[src/hdl/integer_to_roman_numeral_defines.svh]
// Assertion macros shared by the Roman numeral converter.
`ifndef INTEGER_TO_ROMAN_NUMERAL_DEFINES_SVH
`define INTEGER_TO_ROMAN_NUMERAL_DEFINES_SVH

// Same-cycle implication, sampled on clock and masked while reset is high.
`define ITRN_ASSERT(label, ante, cons) \
   label: assert property (@(posedge clock) disable iff (reset) (ante) |-> (cons)) \
      else $error("integer_to_roman_numeral assertion failed");

// Next-cycle implication, sampled on clock and masked while reset is high.
`define ITRN_ASSERT_NEXT(label, ante, cons) \
   label: assert property (@(posedge clock) disable iff (reset) (ante) |=> (cons)) \
      else $error("integer_to_roman_numeral assertion failed");

`endif

[src/hdl/itrn_pkg.sv]
// Types, constants and digit functions of the Roman numeral converter.
package itrn_pkg;

   typedef logic [3:0] digit_type;
   typedef logic [1:0] place_type;

   typedef enum logic [1:0] {
      SYM_ONE,
      SYM_FIVE,
      SYM_TEN
   } sym_kind_type;

   localparam place_type PLACE_UNITS     = 2'd0;
   localparam place_type PLACE_TENS      = 2'd1;
   localparam place_type PLACE_HUNDREDS  = 2'd2;
   localparam place_type PLACE_THOUSANDS = 2'd3;

   localparam int unsigned NUM_WIDTH   = 12;
   localparam int unsigned NUM_PLACES  = 4;
   localparam int unsigned CHAR_WIDTH  = 7;

   localparam logic [11:0] NUM_LIMIT   = 12'd4000;
   localparam logic [11:0] THOUSAND    = 12'd1000;
   localparam logic [9:0]  HUNDRED     = 10'd100;
   localparam logic [6:0]  TEN         = 7'd10;

   localparam logic [6:0] CHAR_NONE = 7'h00;
   localparam logic [6:0] CHAR_I    = 7'h49;
   localparam logic [6:0] CHAR_V    = 7'h56;
   localparam logic [6:0] CHAR_X    = 7'h58;
   localparam logic [6:0] CHAR_L    = 7'h4C;
   localparam logic [6:0] CHAR_C    = 7'h43;
   localparam logic [6:0] CHAR_D    = 7'h44;
   localparam logic [6:0] CHAR_M    = 7'h4D;

   // Thousands digit of a value below 4000, by comparison.
   function automatic logic [1:0] thousands_digit(input logic [11:0] n);
      logic [1:0] d;
      d = 2'd0;
      for (int k = 1; k <= 3; k++) begin
         if (n >= 12'(k * 1000)) d = 2'(k);
      end
      return d;
   endfunction

   // Hundreds digit of a value below 1000.
   function automatic digit_type hundreds_digit(input logic [9:0] r);
      digit_type d;
      d = 4'd0;
      for (int k = 1; k <= 9; k++) begin
         if (r >= 10'(k * 100)) d = 4'(k);
      end
      return d;
   endfunction

   // Tens digit of a value below 100.
   function automatic digit_type tens_digit(input logic [6:0] r);
      digit_type d;
      d = 4'd0;
      for (int k = 1; k <= 9; k++) begin
         if (r >= 7'(k * 10)) d = 4'(k);
      end
      return d;
   endfunction

   // Number of letters that one decimal digit takes.
   function automatic logic [2:0] digit_len(input digit_type d);
      logic [2:0] len;
      unique case (d)
         4'd1, 4'd5:             len = 3'd1;
         4'd2, 4'd4, 4'd6, 4'd9: len = 3'd2;
         4'd3, 4'd7:             len = 3'd3;
         4'd8:                   len = 3'd4;
         default:                len = 3'd0;
      endcase
      return len;
   endfunction

   // Which of the three letters of a place stands at a position of a digit.
   function automatic sym_kind_type digit_kind(input digit_type d, input logic [1:0] pos);
      sym_kind_type k;
      if (d == 4'd9) begin
         k = (pos == 2'd0) ? SYM_ONE : SYM_TEN;
      end else if (d >= 4'd5) begin
         k = (pos == 2'd0) ? SYM_FIVE : SYM_ONE;
      end else if (d == 4'd4) begin
         k = (pos == 2'd0) ? SYM_ONE : SYM_FIVE;
      end else begin
         k = SYM_ONE;
      end
      return k;
   endfunction

   // ASCII letter for a place and a letter kind.
   function automatic logic [6:0] place_char(input place_type place, input sym_kind_type k);
      logic [6:0] c;
      unique case (place)
         PLACE_UNITS:    c = (k == SYM_ONE) ? CHAR_I : (k == SYM_FIVE) ? CHAR_V : CHAR_X;
         PLACE_TENS:     c = (k == SYM_ONE) ? CHAR_X : (k == SYM_FIVE) ? CHAR_L : CHAR_C;
         PLACE_HUNDREDS: c = (k == SYM_ONE) ? CHAR_C : (k == SYM_FIVE) ? CHAR_D : CHAR_M;
         default:        c = CHAR_M;
      endcase
      return c;
   endfunction

endpackage

[src/hdl/integer_to_roman_numeral.sv]
// Integer to Roman numeral converter: digit pipeline, letter serializer, output register.
//
// The req_ channel takes one integer per transfer in req_tdata[11:0]. Values 1 to 3999
// come out on the rsp_ channel as their Roman numeral, one ASCII letter per transfer,
// most significant letter first, with rsp_tlast high on the final letter. A value of 0
// or of 4000 and above gives a single transfer with rsp_tdata zero and both rsp_tlast
// and rsp_tuser high.
//
// Three register stages take the value apart into thousands, hundreds, tens and units.
// A serializer then walks the digits and places one letter a cycle in the output
// register while rsp_tready does not stall it. An accepted value passes stages one,
// two, three and the serializer before its first letter reaches the output register.
// The rsp_ side moves one letter per cycle while rsp_tready is high; a numeral has 1 to
// 15 letters, 3888 the longest. The next item is loaded by the serializer in the same
// cycle as the last letter of the one before: back-to-back items leave no gap on rsp_.
//
// Reset is synchronous and clears every valid bit. When rsp_tready is low the output
// register holds its letter, the serializer waits, and the pipeline stages fill up
// before req_tready falls.
`include "integer_to_roman_numeral_defines.svh"

module integer_to_roman_numeral (
   input  logic        clock,
   input  logic        reset,
   input  logic        req_tvalid,
   output logic        req_tready,
   input  logic [15:0] req_tdata,   // [11:0] number_in, [15:12] zero
   output logic        rsp_tvalid,
   input  logic        rsp_tready,
   output logic [7:0]  rsp_tdata,   // [6:0] symbol_char, [7] zero
   output logic        rsp_tlast,   // is_last
   output logic        rsp_tuser    // out_of_range
);

   // Stage one: thousands split off, range check.
   logic        st1_valid_ff;
   logic        st1_err_ff, st1_err_in;
   logic [1:0]  st1_thou_ff, st1_thou_in;
   logic [9:0]  st1_rem_ff, st1_rem_in;

   // Stage two: hundreds split off.
   logic        st2_valid_ff;
   logic        st2_err_ff;
   logic [1:0]  st2_thou_ff;
   itrn_pkg::digit_type st2_hund_ff, st2_hund_in;
   logic [6:0]  st2_rem_ff, st2_rem_in;

   // Stage three: all four digits, units first.
   logic        st3_valid_ff;
   logic        st3_err_ff;
   itrn_pkg::digit_type st3_dig_ff [itrn_pkg::NUM_PLACES];
   itrn_pkg::digit_type st3_tens_in, st3_units_in;

   // Serializer.
   logic                ser_busy_ff;
   logic                ser_err_ff;
   itrn_pkg::digit_type ser_dig_ff [itrn_pkg::NUM_PLACES];
   itrn_pkg::place_type ser_place_ff, ser_place_in;
   logic [1:0]          ser_pos_ff, ser_pos_in;

   // Output register.
   logic        rsp_valid_ff;
   logic [6:0]  rsp_char_ff;
   logic        rsp_last_ff;
   logic        rsp_err_ff;

   logic free1, free2, free3;
   logic emit, emit_last, ser_load, digit_end, has_lower;
   itrn_pkg::digit_type cur_digit;
   logic [2:0]          cur_len;
   itrn_pkg::place_type next_place, first_place;
   logic [6:0]          emit_char;
   logic [11:0]         num;

   // A stage takes new data when it is empty or its content moves on this cycle.
   assign free3      = !st3_valid_ff || ser_load;
   assign free2      = !st2_valid_ff || free3;
   assign free1      = !st1_valid_ff || free2;
   assign req_tready = free1;

   assign num = req_tdata[itrn_pkg::NUM_WIDTH-1:0];

   always_comb begin
      st1_err_in  = (num == 12'd0) || (num >= itrn_pkg::NUM_LIMIT);
      st1_thou_in = itrn_pkg::thousands_digit(num);
      st1_rem_in  = 10'(num - 12'(st1_thou_in) * itrn_pkg::THOUSAND);
   end

   always_comb begin
      st2_hund_in = itrn_pkg::hundreds_digit(st1_rem_ff);
      st2_rem_in  = 7'(st1_rem_ff - 10'(st2_hund_in) * itrn_pkg::HUNDRED);
   end

   always_comb begin
      st3_tens_in  = itrn_pkg::tens_digit(st2_rem_ff);
      st3_units_in = 4'(st2_rem_ff - 7'(st3_tens_in) * itrn_pkg::TEN);
   end

   // The serializer emits whenever it holds an item and the output register has room.
   assign emit      = ser_busy_ff && (!rsp_valid_ff || rsp_tready);
   assign cur_digit = ser_dig_ff[ser_place_ff];
   assign cur_len   = itrn_pkg::digit_len(cur_digit);
   assign digit_end = (3'({1'b0, ser_pos_ff}) + 3'd1) == cur_len;

   // Highest nonzero digit below the current place.
   always_comb begin
      has_lower  = 1'b0;
      next_place = itrn_pkg::PLACE_UNITS;
      for (int k = 0; k < itrn_pkg::NUM_PLACES; k++) begin
         if (2'(k) < ser_place_ff && ser_dig_ff[k] != 4'd0) begin
            has_lower  = 1'b1;
            next_place = 2'(k);
         end
      end
   end

   // Highest nonzero digit of the item waiting in stage three.
   always_comb begin
      first_place = itrn_pkg::PLACE_UNITS;
      for (int k = 0; k < itrn_pkg::NUM_PLACES; k++) begin
         if (st3_dig_ff[k] != 4'd0) first_place = 2'(k);
      end
   end

   assign emit_last = ser_err_ff || (digit_end && !has_lower);
   assign emit_char = ser_err_ff ? itrn_pkg::CHAR_NONE :
                      itrn_pkg::place_char(ser_place_ff,
                                           itrn_pkg::digit_kind(cur_digit, ser_pos_ff));
   assign ser_load  = st3_valid_ff && (!ser_busy_ff || (emit && emit_last));

   always_comb begin
      ser_place_in = ser_place_ff;
      ser_pos_in   = ser_pos_ff;
      if (ser_load) begin
         ser_place_in = first_place;
         ser_pos_in   = 2'd0;
      end else if (emit) begin
         if (digit_end) begin
            ser_place_in = next_place;
            ser_pos_in   = 2'd0;
         end else begin
            ser_pos_in = ser_pos_ff + 2'd1;
         end
      end
   end

   always_ff @(posedge clock) begin
      if (reset) begin
         st1_valid_ff <= 1'b0;
         st2_valid_ff <= 1'b0;
         st3_valid_ff <= 1'b0;
         ser_busy_ff  <= 1'b0;
         rsp_valid_ff <= 1'b0;
      end else begin
         if (free1) st1_valid_ff <= req_tvalid;
         if (free2) st2_valid_ff <= st1_valid_ff;
         if (free3) st3_valid_ff <= st2_valid_ff;
         if (ser_load) begin
            ser_busy_ff <= 1'b1;
         end else if (emit && emit_last) begin
            ser_busy_ff <= 1'b0;
         end
         if (emit) begin
            rsp_valid_ff <= 1'b1;
         end else if (rsp_tready) begin
            rsp_valid_ff <= 1'b0;
         end
      end
   end

   always_ff @(posedge clock) begin
      if (free1) begin
         st1_err_ff  <= st1_err_in;
         st1_thou_ff <= st1_thou_in;
         st1_rem_ff  <= st1_rem_in;
      end
      if (free2) begin
         st2_err_ff  <= st1_err_ff;
         st2_thou_ff <= st1_thou_ff;
         st2_hund_ff <= st2_hund_in;
         st2_rem_ff  <= st2_rem_in;
      end
      if (free3) begin
         st3_err_ff                               <= st2_err_ff;
         st3_dig_ff[itrn_pkg::PLACE_THOUSANDS]    <= 4'(st2_thou_ff);
         st3_dig_ff[itrn_pkg::PLACE_HUNDREDS]     <= st2_hund_ff;
         st3_dig_ff[itrn_pkg::PLACE_TENS]         <= st3_tens_in;
         st3_dig_ff[itrn_pkg::PLACE_UNITS]        <= st3_units_in;
      end
      if (ser_load) begin
         ser_err_ff <= st3_err_ff;
         ser_dig_ff <= st3_dig_ff;
      end
      ser_place_ff <= ser_place_in;
      ser_pos_ff   <= ser_pos_in;
      if (emit) begin
         rsp_char_ff <= emit_char;
         rsp_last_ff <= emit_last;
         rsp_err_ff  <= ser_err_ff;
      end
   end

   assign rsp_tvalid = rsp_valid_ff;
   assign rsp_tdata  = {1'b0, rsp_char_ff};
   assign rsp_tlast  = rsp_last_ff;
   assign rsp_tuser  = rsp_err_ff;

   // An error result is a lone zero character that closes its numeral.
   `ITRN_ASSERT(a_err_single, rsp_valid_ff && rsp_err_ff,
                rsp_last_ff && rsp_char_ff == itrn_pkg::CHAR_NONE)
   // A letter of a valid numeral is never the zero code.
   `ITRN_ASSERT(a_letter_nonzero, rsp_valid_ff && !rsp_err_ff,
                rsp_char_ff != itrn_pkg::CHAR_NONE)
   // The letter position stays inside the current digit while the serializer is busy with a valid numeral.
   `ITRN_ASSERT(a_pos_in_digit, ser_busy_ff && !ser_err_ff,
                {1'b0, ser_pos_ff} < cur_len)
   // While the receiver stalls, the serializer does not advance.
   `ITRN_ASSERT_NEXT(a_stall_holds, ser_busy_ff && rsp_valid_ff && !rsp_tready,
                     $stable(ser_pos_ff) && $stable(ser_place_ff))

endmodule
[config.mk]
export PLATFORM = sky130hd
export DESIGN_NAME = integer_to_roman_numeral
export DESIGN_NICKNAME = d
export VERILOG_FILES = /design/src/hdl/itrn_pkg.sv /design/src/hdl/integer_to_roman_numeral.sv
export VERILOG_INCLUDE_DIRS = /design/src /design/src/hdl
export SDC_FILE = /design/constraint.sdc
export NUM_CORES = 1
export LEC_CHECK = 0
export ABC_AREA = 1
export BUFFER_PORTS_ARGS = -buffer_cell sky130_fd_sc_hd__buf_2
export CAP_MARGIN = 10
export CORE_MARGIN = 5
export CORE_UTILIZATION = 30
export CTS_CLUSTER_SIZE = 30
export DETAILED_ROUTE_END_ITERATION = 16
export HOLD_SLACK_MARGIN = 0.02
export PLACE_DENSITY = 0.51
export SLEW_MARGIN = 10
export SYNTH_ARGS = -nofsm -noshare
export SYNTH_HDL_FRONTEND = slang
export SYNTH_SLANG_ARGS = --single-unit
[constraint.sdc]
create_clock -name clock -period 2.9 [get_ports clock]
set_input_delay 0.58 -clock clock [delete_from_list [all_inputs] [get_ports clock]]
set_output_delay 0.58 -clock clock [all_outputs]
set_load 0.01 [all_outputs]
== Word-level counts from Yosys, hierarchy flattened ==
Memories as Yosys holds them, arrays and structs flattened.
Cells that the tools add are included.

* Order comparisons: 28
* Multiply operators: 3
* Reductions and logical operators: 37
* Bitwise operators: 1
* Muxes and demuxes: 55
* Eq/ne operators: 6
* Shift operators: 0
* $add $sub $neg: 5
* Divide/modulo/power cells: 0

{| class="wikitable"
|+ Operators with widths
! cell !! count
|-
| 4-bit 2-to-1 mux || 22
|-
| 10-bit greater-or-equal comparator, second input constant || 4
|-
| 10-bit by 9-bit greater-or-equal comparator with 1-bit output, second input constant || 3
|-
| 4-bit nonzero test || 7
|-
| 12-bit greater-or-equal comparator, second input constant || 2
|-
| 2-bit 2-to-1 mux || 12
|-
| 7-bit by 6-bit greater-or-equal comparator with 1-bit output, second input constant || 3
|-
| 7-bit greater-or-equal comparator, second input constant || 3
|-
| 1-bit 2-to-1 mux || 17
|-
| 5-bit case mux with 3 select lines || 1
|-
| 7-bit by 5-bit greater-or-equal comparator with 1-bit output, second input constant || 2
|-
| 12-bit by 10-bit greater-or-equal comparator with 1-bit output, second input constant || 1
|-
| 12-bit by 11-bit greater-or-equal comparator with 1-bit output, second input constant || 1
|-
| 12-bit zero test || 1
|-
| 10-bit by 7-bit greater-or-equal comparator with 1-bit output, second input constant || 1
|-
| 10-bit by 8-bit greater-or-equal comparator with 1-bit output, second input constant || 1
|-
| 5-bit 2-to-1 mux || 2
|-
| 10-bit subtractor || 1
|-
| 4-bit binary-select mux with 2-bit select || 1
|-
| 1-bit logical AND || 8
|-
| 2-bit nonzero test || 4
|-
| 7-bit by 4-bit greater-or-equal comparator with 1-bit output, second input constant || 1
|-
| 1-bit logical OR || 7
|-
| 2-bit by 7-bit multiplier with 7-bit output, second input constant || 1
|-
| other kinds (19) || 29
|}

* Flip-flop bits (word level): 75
* Bits in read-only memories: 48
* Memories kept: 1
* Latch bits: 0
* RAM bits: 0
* Output and inout bits: 12

{| class="wikitable"
|+ Memory list
! memory !! depth !! bits a word !! read ports !! clocked after Yosys merged registers in !! write ports !! RTL line !! text
|-
| (name not given) || 16 || 3 || 1 || 0 || 0 || itrn_pkg.sv:69 || <nowiki>unique case (d)</nowiki>
|}

== Depth between registers and ports, before layout ==
Gate-level depths: netlist of the first run.

* Depth in word-level cells: 15
* Gate-level depth with buffers: 19
* Gate-level depth less buffers: 19

== Worst setup path before layout of the first run ==
OpenSTA, ideal clock, no wires.

* Path type: input to register
* Start: input port req_tdata[7]
* End: register st1_rem_ff[9], data pin
* Setup time: 261 ps
* Cell stages on the path: 12
* Data arrival time: 2718 ps
* Slack: -79 ps
* Path through: nand3_1 -> nor2_1 -> a31oi_1 -> a221oi_1 -> inv_1 -> ha_1 -> fa_1 -> o21ai_0 -> a21oi_1 -> nor2_1 -> nor2_1 -> xor2_1

* Cells in the longest elaborated chain, start to end: 6
* Elaborated cells between the ends (all ways): 8

{| class="wikitable"
|+ Ends and longest elaborated chain
! what !! RTL line !! text
|-
| start, declared || integer_to_roman_numeral.sv:27 || <nowiki>input logic [15:0] req_tdata,</nowiki>
|-
| 12-bit by 10-bit greater-or-equal comparator with 1-bit output || itrn_pkg.sv:41 || <nowiki>if (n >= 12'(k * 1000)) d = 2'(k);</nowiki>
|-
| 1-bit 2-to-1 mux || itrn_pkg.sv:41 ||
|-
| 2-bit 2-to-1 mux || itrn_pkg.sv:41 ||
|-
| 2-bit 2-to-1 mux (*) || itrn_pkg.sv:41 ||
|-
| named net st1_thou_in[0] || integer_to_roman_numeral.sv:38 || <nowiki>logic [1:0] st1_thou_ff, st1_thou_in;</nowiki>
|-
| 2-bit by 7-bit multiplier with 7-bit output (*) || integer_to_roman_numeral.sv:86 || <nowiki>st1_rem_in = 10'(num - 12'(st1_thou_in) * itrn_pkg::THOUSAND);</nowiki>
|-
| 10-bit subtractor (*) || integer_to_roman_numeral.sv:86 ||
|-
| named net st1_rem_in[9] || integer_to_roman_numeral.sv:39 || <nowiki>logic [9:0] st1_rem_ff, st1_rem_in;</nowiki>
|-
| end signal, assigned || integer_to_roman_numeral.sv:175 || <nowiki>st1_rem_ff <= st1_rem_in;</nowiki>
|-
| end, declared || integer_to_roman_numeral.sv:39 ||
|}

The timed path passes the listed nets; every way through them passes the cells marked *.
A chain may end at the register's enable or synchronous reset.

== Worst setup path in the final report of the first run ==
* Start: register ser_place_ff[1]
* End: output port req_tready

* Cells in the longest elaborated chain, start to end: 15
* Elaborated cells between the ends (all ways): 27

{| class="wikitable"
|+ Ends and longest elaborated chain
! what !! RTL line !! text
|-
| start, declared || integer_to_roman_numeral.sv:58 || <nowiki>itrn_pkg::place_type ser_place_ff, ser_place_in;</nowiki>
|-
| start signal, assigned || integer_to_roman_numeral.sv:194 || <nowiki>ser_place_ff <= ser_place_in;</nowiki>
|-
| branches (longest 7 deep; another with memory read 16 x 3 bit) || n/a ||
|-
| 1-bit logical AND (*) || integer_to_roman_numeral.sv:125 || <nowiki>assign emit_last = ser_err_ff || (digit_end && !has_lower);</nowiki>
|-
| 1-bit logical OR (*) || integer_to_roman_numeral.sv:125 ||
|-
| named net emit_last || integer_to_roman_numeral.sv:68 || <nowiki>logic emit, emit_last, ser_load, digit_end, has_lower;</nowiki>
|-
| 1-bit logical AND (*) || integer_to_roman_numeral.sv:129 || <nowiki>assign ser_load = st3_valid_ff && (!ser_busy_ff || (emit && emit_last));</nowiki>
|-
| 1-bit logical OR (*) || integer_to_roman_numeral.sv:129 ||
|-
| 1-bit logical AND (*) || integer_to_roman_numeral.sv:129 ||
|-
| 1-bit logical OR (*) || integer_to_roman_numeral.sv:76 || <nowiki>assign free3 = !st3_valid_ff || ser_load;</nowiki>
|-
| 1-bit logical OR (*) || integer_to_roman_numeral.sv:77 || <nowiki>assign free2 = !st2_valid_ff || free3;</nowiki>
|-
| named net free2 || integer_to_roman_numeral.sv:67 || <nowiki>logic free1, free2, free3;</nowiki>
|-
| 1-bit logical OR (*) || integer_to_roman_numeral.sv:78 || <nowiki>assign free1 = !st1_valid_ff || free2;</nowiki>
|-
| end, declared || integer_to_roman_numeral.sv:26 || <nowiki>output logic req_tready,</nowiki>
|}

Mark *: on every way through the listed nets, which the timed path passes. The select of a mux whose other input is x is not followed.

==> impl_metrics.yaml, run 1 <==
place:
  place_ws_ns: -0.0871
  port_buffers: 25
  place_hpwl_um: 5610
  dp_cells: 617
  place.gp.congestion: 0.846
yosys:
  synth_warnings: 0
  synth_edf_count: 67
  synth_xor_area_frac: 0.0294
  ys.flop_type: "edfxtp_1"
  synth_top_family_by_area: "simple AND/OR/NAND/NOR gates"
  ys_seq_area_frac: 0.556
  syn_avg_cell_area_sq_um: 9.93
  yosysTopAreaCell: "edfxtp_1"
  synth_area_leaders: "edfxtp_1 52%, nand2_1 8.2%, inv_1 6.0%"
  async_flop_share: 0
  synth_top_area_share: 0.519
  syn_inst: 390
  syn_area_sq_mm: 0.00387
  synth-adder-area-share: 0.0672
  synth_seq_cells: 74
  synth_compound_area_frac: 0.0875
  synth-simple-area-share: 0.188
  synth_cell_types: 45
  synth_most_common_cell: "nand2_1"
  synthTopCellsByCount: "85 x nand2_1, 67 x edfxtp_1, 62 x inv_1, 25 x nor2_1, 23 x a21oi_1"
  synthMuxAreaShare: 0
global_routing:
  grt_max_degree: 17
  grt_pass1_wl_um: 12600
  grtUsageTotal: 0.105
  antenna_found_initial: 0
  grt_pass1_vias: 2850
  grt_remaining_overflow: 0
power:
  switchingPower_mw: 1.25
  power_frac_clock: 0.259
  p_leak_nw: 2.25
  combPwrFrac: 0.337
  max-vdd-ir-drop_uv: 294
  power_mw: 4.03
  cell_internal_pwr_mw: 2.78
  pwr-share-seq: 0.404
  p_per_area_mw_per_mm2: 795
  switching_share: 0.310
clock_network:
  cts.sinks: 74
  cts-hold-fix-buffers: 0
  root_buffer: "clkbuf_16"
  clk_path_buf_depth: 2
  clk_pin_slew_worst_paths_ns: 0.05
  ctsHtreeMaxLevel: 3
  cts-buffers-inserted: 9
  cts_tree: "yes"
  clk_latency_ns: 0.33
floorplanning:
  die-width_um: 124
  rows: 41
  die_h_um: 124
  num_io_pins: 32
  core-area_sq_mm: 0.0126
  die-area_sq_mm: 0.0153
  start_util: 0.307
setup_path:
  end_kind: "primary output"
  critPathSlowestCell: "edfxtp_1"
  crit_path_max_incr_delay_ns: 0.51
  reg2reg_to: "st2_rem_ff[6]$_DFFE_PP_"
  crit_required_ns: 2.32
  reg2regPathDepth: 17
  r2r_setup_slack_ns: 0.09
  cp.buffers_inverters: 3
  crit_family: "simple AND/OR/NAND/NOR gates"
  cp.arrival_ns: 2.29
  worstPathCellList: "inv_2, nand3_2, nand3_1, nand3_1, nand3_2, nand2_1, nand2_1, nand2_2, nand3_2, nand2_2, nand2_4, nand4_4, nor2_4, inv_2, buf_6"
  crit_path_max_fanout: 6
  reg2reg_from: "st1_rem_ff[5]$_DFFE_PP_"
  startpoint_type: "flip-flop"
  worst_path_most_repeated_cell: "nand3_2"
  critical_path_class: "flip-flop to primary output"
route:
  postRouteAntennaNets: 0
  dr_total_vias: 2940
  drc: 0
  wl_met2_um: 3960
  wl_per_cell_um: 11.6
  met1_length_um: 3230
  topRoutingLayerUsed: "met4"
  via_per_inst: 4.48
  wirelength_um: 7630
  route.met3.wl_um: 353
  dr.pass1.iters: 4
  drtIter0Drc: 131
finish:
  drive_above_1_share: 0.304
  postLayoutCoreUtil: 0.401
  stdcell_count: 656
  final_nets: 518
  antenna_cells: 0
  syn_to_final_growth_pct: 30.8
min_path:
  hold_path.class: "flip-flop to flip-flop"
  hold_start: "st2_hund_ff[2]$_DFFE_PP_"
  min_to: "st3_dig_ff[6]$_DFFE_PP_"
  min_path_cells: 0
job:
  maxCapViolCount: 0
sta:
  rsz0062_at_grt: "true"
  setup_violations: 0
  period_share: 0.989
  fin_worst_skew_ns: 0.00499
  hold_viol_final: 0
  setup_ws_ns: 0.0305
  period_minus_slack_ns: 2.87
  fmax_ghz: 0.348
  slew_viol_final: 0
status:
  status: "finished, final reports clean"
## layer usage
layer,track usage,vias up
met5,0,-
met4,0.0256,0
met3,0.0400,10
met2,0.185,52
met1,0.119,1377
li1,-,1501
## cell type report
| type | instances | area [sq um] |
|---|---|---|
| tap | 172 | 215 |
| timing repair buffer | 81 | 568 |
| fill | 1257 | 7550 |
| sequential | 74 | 2150 |
| clock inverter | 6 | 57.6 |
| clock buffer | 10 | 229 |
| inverter | 64 | 248 |
| multi-input combinational | 249 | 1600 |
## power by group through the flow
stage | Clock (mW) | Sequential (mW) | Combinational (mW)
CTS | 1.07 | 1.63 | 1.23
detailed placement | 0 | 1.65 | 1.20
global placement | 0 | 1.64 | 1.17
finish | 1.04 | 1.63 | 1.36
floorplan | 0 | 1.61 | 0.871
global route | 1.13 | 1.65 | 1.58
## cell families (layout without fill, tap and decap cells)
group,count (synthesis),in the layout
simple gates,160,160
flops,74,74
buf+inv,68,161
compound gates,55,55
fa+ha+maj,19,19
xor+xnor,13,13
other cells,1,2
## layout by cell type (no fill, tap or decap), types with 2 or more instances in the layout
cell type,instances
a21oi_1,22
a311oi_1,2
a31oi_1,4
buf_2,24
buf_4,52
buf_6,3
clkbuf_16,9
clkinv_1,2
clkinvlp_4,2
conb_1,2
dfxtp_1,7
edfxtp_1,67
fa_1,2
ha_1,15
inv_1,55
inv_2,8
nand2_1,74
nand2_2,14
nand2_4,5
nand3_1,15
nand3_2,8
nand3b_1,2
nand4_1,2
nor2_1,22
nor2_2,3
nor2_4,4
nor3_1,4
nor4_1,4
o211ai_1,2
o21ai_0,9
xnor2_1,5
xor2_1,7
## worst max path at each step
stage / start / end / cells past startpoint
finish: ser_place_ff[1]$_DFFE_PP_ / req_tready / 15
global route: ser_place_ff[1]$_DFFE_PP_ / req_tready / 15
CTS: ser_place_ff[0]$_DFFE_PP_ / req_tready / 18
detailed placement: req_tdata[7] / st1_rem_ff[9]$_DFFE_PP_ / 13
global placement: req_tdata[7] / st1_rem_ff[9]$_DFFE_PP_ / 13
floorplan: req_tdata[7] / st1_rem_ff[9]$_DFFE_PP_ / 12
## metrics by stage
step / setup TNS, ns / area, sq um / hold slack [ns]
2_1_floorplan: 0 / 3880 / 0.400
3_3_place_gp: -0.0435 / 4450 / 0.402
3_5_place_dp: -0.0871 / 4450 / 0.405
4_1_cts: -0.00876 / 4870 / 0.416
5_1_grt: -0.252 / 5070 / 0.426
6_report: 0 / 5070 / 0.414
## timing repair
| action | CTS | global route |
|---|---|---|
| gates resized for setup | 12 | 34 |
| pin swaps | 3 | 17 |
| buffers inserted | 12 | 11 |
| setup endpoints to repair | 2 | 3 |
## flip-flops by register name, summed over array words and instances, names as in the netlist, 2 cells and up
name / cells
ser_pos_ff: 2
st1_rem_ff: 10
st2_rem_ff: 7
ser_dig_ff: 14
rsp_char_ff: 6
st1_thou_ff: 2
st2_hund_ff: 4
st2_thou_ff: 2
st3_dig_ff: 14
ser_place_ff: 2
Power figures use the tool's default switching activity.
==> run 2, diff against run 1 <==
Settings changed: CELL_PAD_IN_SITES_DETAIL_PLACEMENT from default to 0, CELL_PAD_IN_SITES_GLOBAL_PLACEMENT from default to 1, PLACE_DENSITY 0.51 to 0.61.
==> run 2 against run 1 <==
Clock skew grew 0.00073 ns. Non-clock buffer count grew 8. Worst setup slack lost 0.024 ns. Via count grew 0.92%. Critical path depth grew 1. Routed wire length grew 2.1%. Register-to-register slack is essentially flat. First-iteration DRC count shrank 2.3%. Core utilization grew 0.75 points. Global-route usage is essentially flat. Critical endpoint unchanged. Largest cell class unchanged. Highest routed layer unchanged.
==> impl_metrics.yaml, run 2 (synthesized netlist as in run 1, its figures left out) <==
status:
  status: "finished, final reports clean"
route:
  dr.pass1.iters: 4
  drc: 0
  wirelength_um: 7790
  drtIter0Drc: 128
  postRouteAntennaNets: 0
  dr_total_vias: 2967
  via_per_inst: 4.47
  wl_per_cell_um: 11.7
clock_network:
  root_buffer: "clkbuf_16"
  clk_latency_ns: 0.33
  cts_tree: "yes"
  cts.sinks: 74
  clk_path_buf_depth: 2
  cts-hold-fix-buffers: 0
  clk_pin_slew_worst_paths_ns: 0.06
  ctsHtreeMaxLevel: 3
  cts-buffers-inserted: 9
floorplanning:
  die-area_sq_mm: 0.0153
  start_util: 0.307
  die_h_um: 124
  core-area_sq_mm: 0.0126
  rows: 41
  num_io_pins: 32
  die-width_um: 124
place:
  placed_cell_area_sq_mm: 0.00445
  port_buffers: 25
  place.gp.congestion: 0.799
  place_hpwl_um: 5830
  dp_cells: 617
sta:
  fmax_ghz: 0.346
  setup_violations: 0
  hold_viol_final: 0
  period_minus_slack_ns: 2.89
  rsz0062_at_grt: "true"
  slew_viol_final: 0
  fin_worst_skew_ns: 0.00572
  period_share: 0.998
power:
  pwr-share-seq: 0.397
  combPwrFrac: 0.346
  p_leak_nw: 2.31
  switching_share: 0.311
  cell_internal_pwr_mw: 2.82
  switchingPower_mw: 1.28
  power_frac_clock: 0.257
  p_per_area_mw_per_mm2: 793
  max-vdd-ir-drop_uv: 311
setup_path:
  endpoint: "req_tready"
  startpoint_type: "flip-flop"
  crit_path_max_fanout: 5
  crit_required_ns: 2.32
  reg2reg_to: "st2_rem_ff[6]$_DFFE_PP_"
  r2r_setup_slack_ns: 0.09
  cp.arrival_ns: 2.31
  reg2reg_from: "st1_rem_ff[5]$_DFFE_PP_"
  reg2regPathDepth: 18
  critical_path_class: "flip-flop to primary output"
  end_kind: "primary output"
  startpoint: "ser_place_ff[0]$_DFFE_PP_"
finish:
  drive_above_1_share: 0.329
  top_regs: "ser_dig_ff: 14 flops, st3_dig_ff: 14 flops, st1_rem_ff: 10 flops"
  final_cell_mix: "70 x nand2_1, 67 x edfxtp_1, 60 x buf_4, 56 x inv_1, 24 x buf_2"
  final_nets: 526
  stdcell_count: 664
  layout_commonest_cell: "nand2_1"
  antenna_cells: 0
  syn_to_final_growth_pct: 33.2
  final_area_sq_mm: 0.00516
job:
  maxCapViolCount: 0
global_routing:
  grtUsageTotal: 0.105
  grt_pass1_wl_um: 12600
  grt_remaining_overflow: 0
  grt_pass1_vias: 2862
  antenna_found_initial: 0
  grt_max_degree: 17
min_path:
  min_path_cells: 0
  hold_path.class: "flip-flop to flip-flop"
-- run 2: timing repair --
item | CTS | global route
buffers inserted | 11 | 20
pin swaps | 0 | 21
setup endpoints to repair | 2 | 4
resized for setup | 5 | 49
-- run 2: final cells by class --
cell class | count | area [sq um]
flip-flops and latches | 74 | 2150
clock inverters | 6 | 57.6
clock buffers | 10 | 229
repair buffers | 89 | 636
fillers | 1254 | 7460
inverters | 64 | 245
well taps | 172 | 215
multi-input cells | 249 | 1630
-- run 2: worst max-delay path: stages, from the launching register on --
cell	delay (ns)
edfxtp_1	0.50
buf_6	0.19
nand3_2	0.08
nand2_1	0.07
nor2_2	0.15
nand2_2	0.09
nand3_2	0.08
nand2_1	0.05
nand2_1	0.07
nand2_2	0.06
nand3_2	0.09
nand2_4	0.06
nand2_4	0.08
nand4_4	0.09
nor2_4	0.14
inv_2	0.06
buf_6	0.12
-- run 2: through the flow --
step | setup slack (ns) | hold slack (ns) | power (mW) | TNS, ns | util
final | 0.00635 | 0.415 | 4.10 | 0 | 0.409
after global routing | -0.150 | 0.423 | 4.39 | -0.264 | 0.409
after CTS | 0.00436 | 0.418 | 3.94 | 0 | 0.383
after detailed placement | -0.125 | 0.406 | 2.85 | -0.129 | 0.352
after global placement | -0.0505 | 0.401 | 2.83 | -0.0524 | 0.352
after floorplan | 0.0362 | 0.400 | 2.48 | 0 | -
-- run 2: worst min path at each step --
| stage | from | to |
|---|---|---|
| final | st3_err_ff$_DFFE_PP_ | ser_err_ff$_DFFE_PP_ |
| after global routing | st3_err_ff$_DFFE_PP_ | ser_err_ff$_DFFE_PP_ |
| after CTS | st3_err_ff$_DFFE_PP_ | ser_err_ff$_DFFE_PP_ |
| after detailed placement | st3_err_ff$_DFFE_PP_ | ser_err_ff$_DFFE_PP_ |
| after global placement | st3_err_ff$_DFFE_PP_ | ser_err_ff$_DFFE_PP_ |
| after floorplan | st3_dig_ff[12]$_DFFE_PP_ | ser_dig_ff[12]$_DFFE_PP_ |
-- run 2: layer usage --
layer  up-vias  part of all wire  global-route usage  routed length, um
met1      1385              0.44               0.127               3410
met5         -                 0                   0                  0
met2        58              0.51               0.178               3960
met4         0             0.013              0.0304                 99
li1       1514                 -                   -                  -
met3        10             0.042              0.0341                328
-- run 2: power groups by stage --
| stage | clock network, mW | logic (mW) | registers [mW] |
|---|---|---|---|
| after floorplan | 0 | 0.871 | 1.61 |
| after global placement | 0 | 1.19 | 1.64 |
| after detailed placement | 0 | 1.20 | 1.65 |
| after CTS | 1.09 | 1.23 | 1.63 |
| after global routing | 1.14 | 1.61 | 1.65 |
| final | 1.05 | 1.42 | 1.62 |
==> run 3, diff against run 2 <==
Settings changed: PLACE_DENSITY 0.61 to 0.59.
Clock period 2.9 ns to 3 ns, I/O delays scaled along.
==> run 3 against run 2 <==
Clock skew grew 0.0018 ns. Global-route usage shrank 0.099 points. Via count shrank 3.6%. Hold slack lost 0.0018 ns. Count of clock-buffer cells in the layout is the same. Critical path depth grew 3. Die area is the same. Critical path type unchanged.
==> impl_metrics.yaml, run 3 (synthesized netlist as in run 1, its figures left out) <==
status:
  status: "finished, final reports clean"
setup_path:
  critical_path_class: "flip-flop to primary output"
  cp.buffers_inverters: 5
  end_kind: "primary output"
  crit_path_max_incr_delay_ns: 0.42
  crit_family: "simple AND/OR/NAND/NOR gates"
  worst_path_most_repeated_cell: "nand2_2"
  worstPathCellList: "buf_6, buf_6, nand2_2, nand2_1, nand2_1, nand2_2, inv_2, nand2_2, nand2_2, nand2_1, nand2_1, nand2_2, nand3_2, nand2_2, nand2_4, nand4_4, nor2_4, inv_2, buf_6"
  crit_required_ns: 2.40
  startpoint_type: "flip-flop"
  crit_path_max_fanout: 5
  cp.arrival_ns: 2.28
  critPathSlowestCell: "edfxtp_1"
place:
  dp_cells: 610
  port_buffers: 25
  place_hpwl_um: 5720
  place.gp.congestion: 0.802
global_routing:
  grt_pass1_vias: 2767
  grt_use_met2: 0.181
  grt_use_met1: 0.123
  grt_busiest_layer: "met2"
  use_met3: 0.0282
  grtUsageTotal: 0.104
  antenna_found_initial: 0
  grt_max_degree: 17
  grt_remaining_overflow: 0
  grt_pass1_wl_um: 12500
power:
  combPwrFrac: 0.333
  max-vdd-ir-drop_uv: 382
  switchingPower_mw: 1.22
  cell_internal_pwr_mw: 2.58
  switching_share: 0.322
  power_frac_clock: 0.252
  p_per_area_mw_per_mm2: 762
  pwr-share-seq: 0.415
  p_leak_nw: 2.21
sta:
  fin_worst_skew_ns: 0.00754
  hold_viol_final: 0
  fmax_ghz: 0.347
  tns_ns: 0
  period_share: 0.961
  hold_ws_ns: 0.413
  setup_violations: 0
  slew_viol_final: 0
  period_minus_slack_ns: 2.88
  rsz0062_at_grt: "true"
route:
  dr.pass1.iters: 4
  via_per_inst: 4.41
  dr_total_vias: 2859
  wirelength_um: 7570
  postRouteAntennaNets: 0
  wl_per_cell_um: 11.7
  drtIter0Drc: 109
  drc: 0
floorplanning:
  core-area_sq_mm: 0.0126
  die_h_um: 124
  start_util: 0.307
  die-area_sq_mm: 0.0153
  num_io_pins: 32
  rows: 41
  die-width_um: 124
finish:
  drive_above_1_share: 0.286
  stdcell_count: 648
  final_nets: 510
  final_cell_mix: "74 x nand2_1, 67 x edfxtp_1, 57 x inv_1, 43 x buf_4, 24 x buf_2"
  syn_to_final_growth_pct: 28.7
  layout_commonest_cell: "nand2_1"
  antenna_cells: 0
  top_regs: "ser_dig_ff: 14 flops, st3_dig_ff: 14 flops, st1_rem_ff: 10 flops"
clock_network:
  clk_latency_ns: 0.33
  ctsHtreeMaxLevel: 3
  clk_pin_slew_worst_paths_ns: 0.06
  root_buffer: "clkbuf_16"
  cts-buffers-inserted: 9
  cts.sinks: 74
  cts-hold-fix-buffers: 0
  clk_path_buf_depth: 2
  cts_tree: "yes"
job:
  maxCapViolCount: 0
min_path:
  hold_path.class: "flip-flop to flip-flop"
-- run 3: cell count changes in the layout (fill, tap and decap cells not counted), moves of 2 or more --
cell | before | now
nand3_1 | 16 | 18
nand3_2 | 7 | 5
nand2_1 | 70 | 74
nand2_4 | 8 | 5
buf_4 | 60 | 43
nor2_2 | 5 | 3
clkinvlp_4 | 0 | 2
-- run 3: worst reg2reg max path: cells and delay by family, from the launching register on --
kind	cells	cell delay (ns)
simple gates	11	1.08
fa+ha+maj	2	0.55
xor+xnor	1	0.15
compound gates	2	0.26
flops	1	0.48
buf+inv	2	0.09
-- run 3: cell type report --
type | instances | area, sq um
Clock inverter | 6 | 42.5
Multi-Input combinational cell | 249 | 1580
Inverter | 64 | 245
Timing Repair Buffer | 73 | 519
Fill cell | 1266 | 7630
Clock buffer | 10 | 229
Sequential cell | 74 | 2150
Tap cell | 172 | 215
-- run 3: path summary, 6_finish.rpt --
check                             to  slack [ns]  depth (start not counted)                       from
max                       req_tready        0.12                         19  ser_place_ff[0]$_DFFE_PP_
min          st3_dig_ff[6]$_DFFE_PP_        0.41                          0   st2_hund_ff[2]$_DFFE_PP_
max reg2reg  st2_rem_ff[6]$_DFFE_PP_        0.17                         18    st1_rem_ff[4]$_DFFE_PP_
min reg2reg  st3_dig_ff[6]$_DFFE_PP_        0.41                          0   st2_hund_ff[2]$_DFFE_PP_
-- run 3: power by group through the flow --
stage	combinational [mW]	clock, mW	sequential (mW)
after floorplan	0.841	0	1.56
after global placement	1.10	0	1.60
after detailed placement	1.11	0	1.60
after CTS	1.12	0.991	1.58
after global routing	1.45	1.03	1.61
final	1.27	0.957	1.58
-- run 3: metal layers --
| metal | routed length [um] | vias up |
|---|---|---|
| li1 | - | 1483 |
| met1 | 3280 | 1319 |
| met2 | 3920 | 49 |
| met3 | 285 | 8 |
| met4 | 95 | 0 |
| met5 | 0 | - |
-- run 3: stage by stage --
step	total power, mW	worst slack (ns)	util	area [sq um]
2_1_floorplan	2.40	0.000821	-	3880
4_1_cts	3.69	0.0155	0.373	4700
3_3_place_gp	2.70	-0.0683	0.348	4390
6_report	3.80	0.116	0.395	4980
3_5_place_dp	2.71	-0.0604	0.348	4390
5_1_grt	4.09	-0.0591	0.395	4980
-- run 3: what timing repair did --
action | in CTS | in global routing
setup buffers | 6 | 16
endpoints found under the setup margin | 1 | 4
pin swaps | 0 | 17
resized for setup | 1 | 44
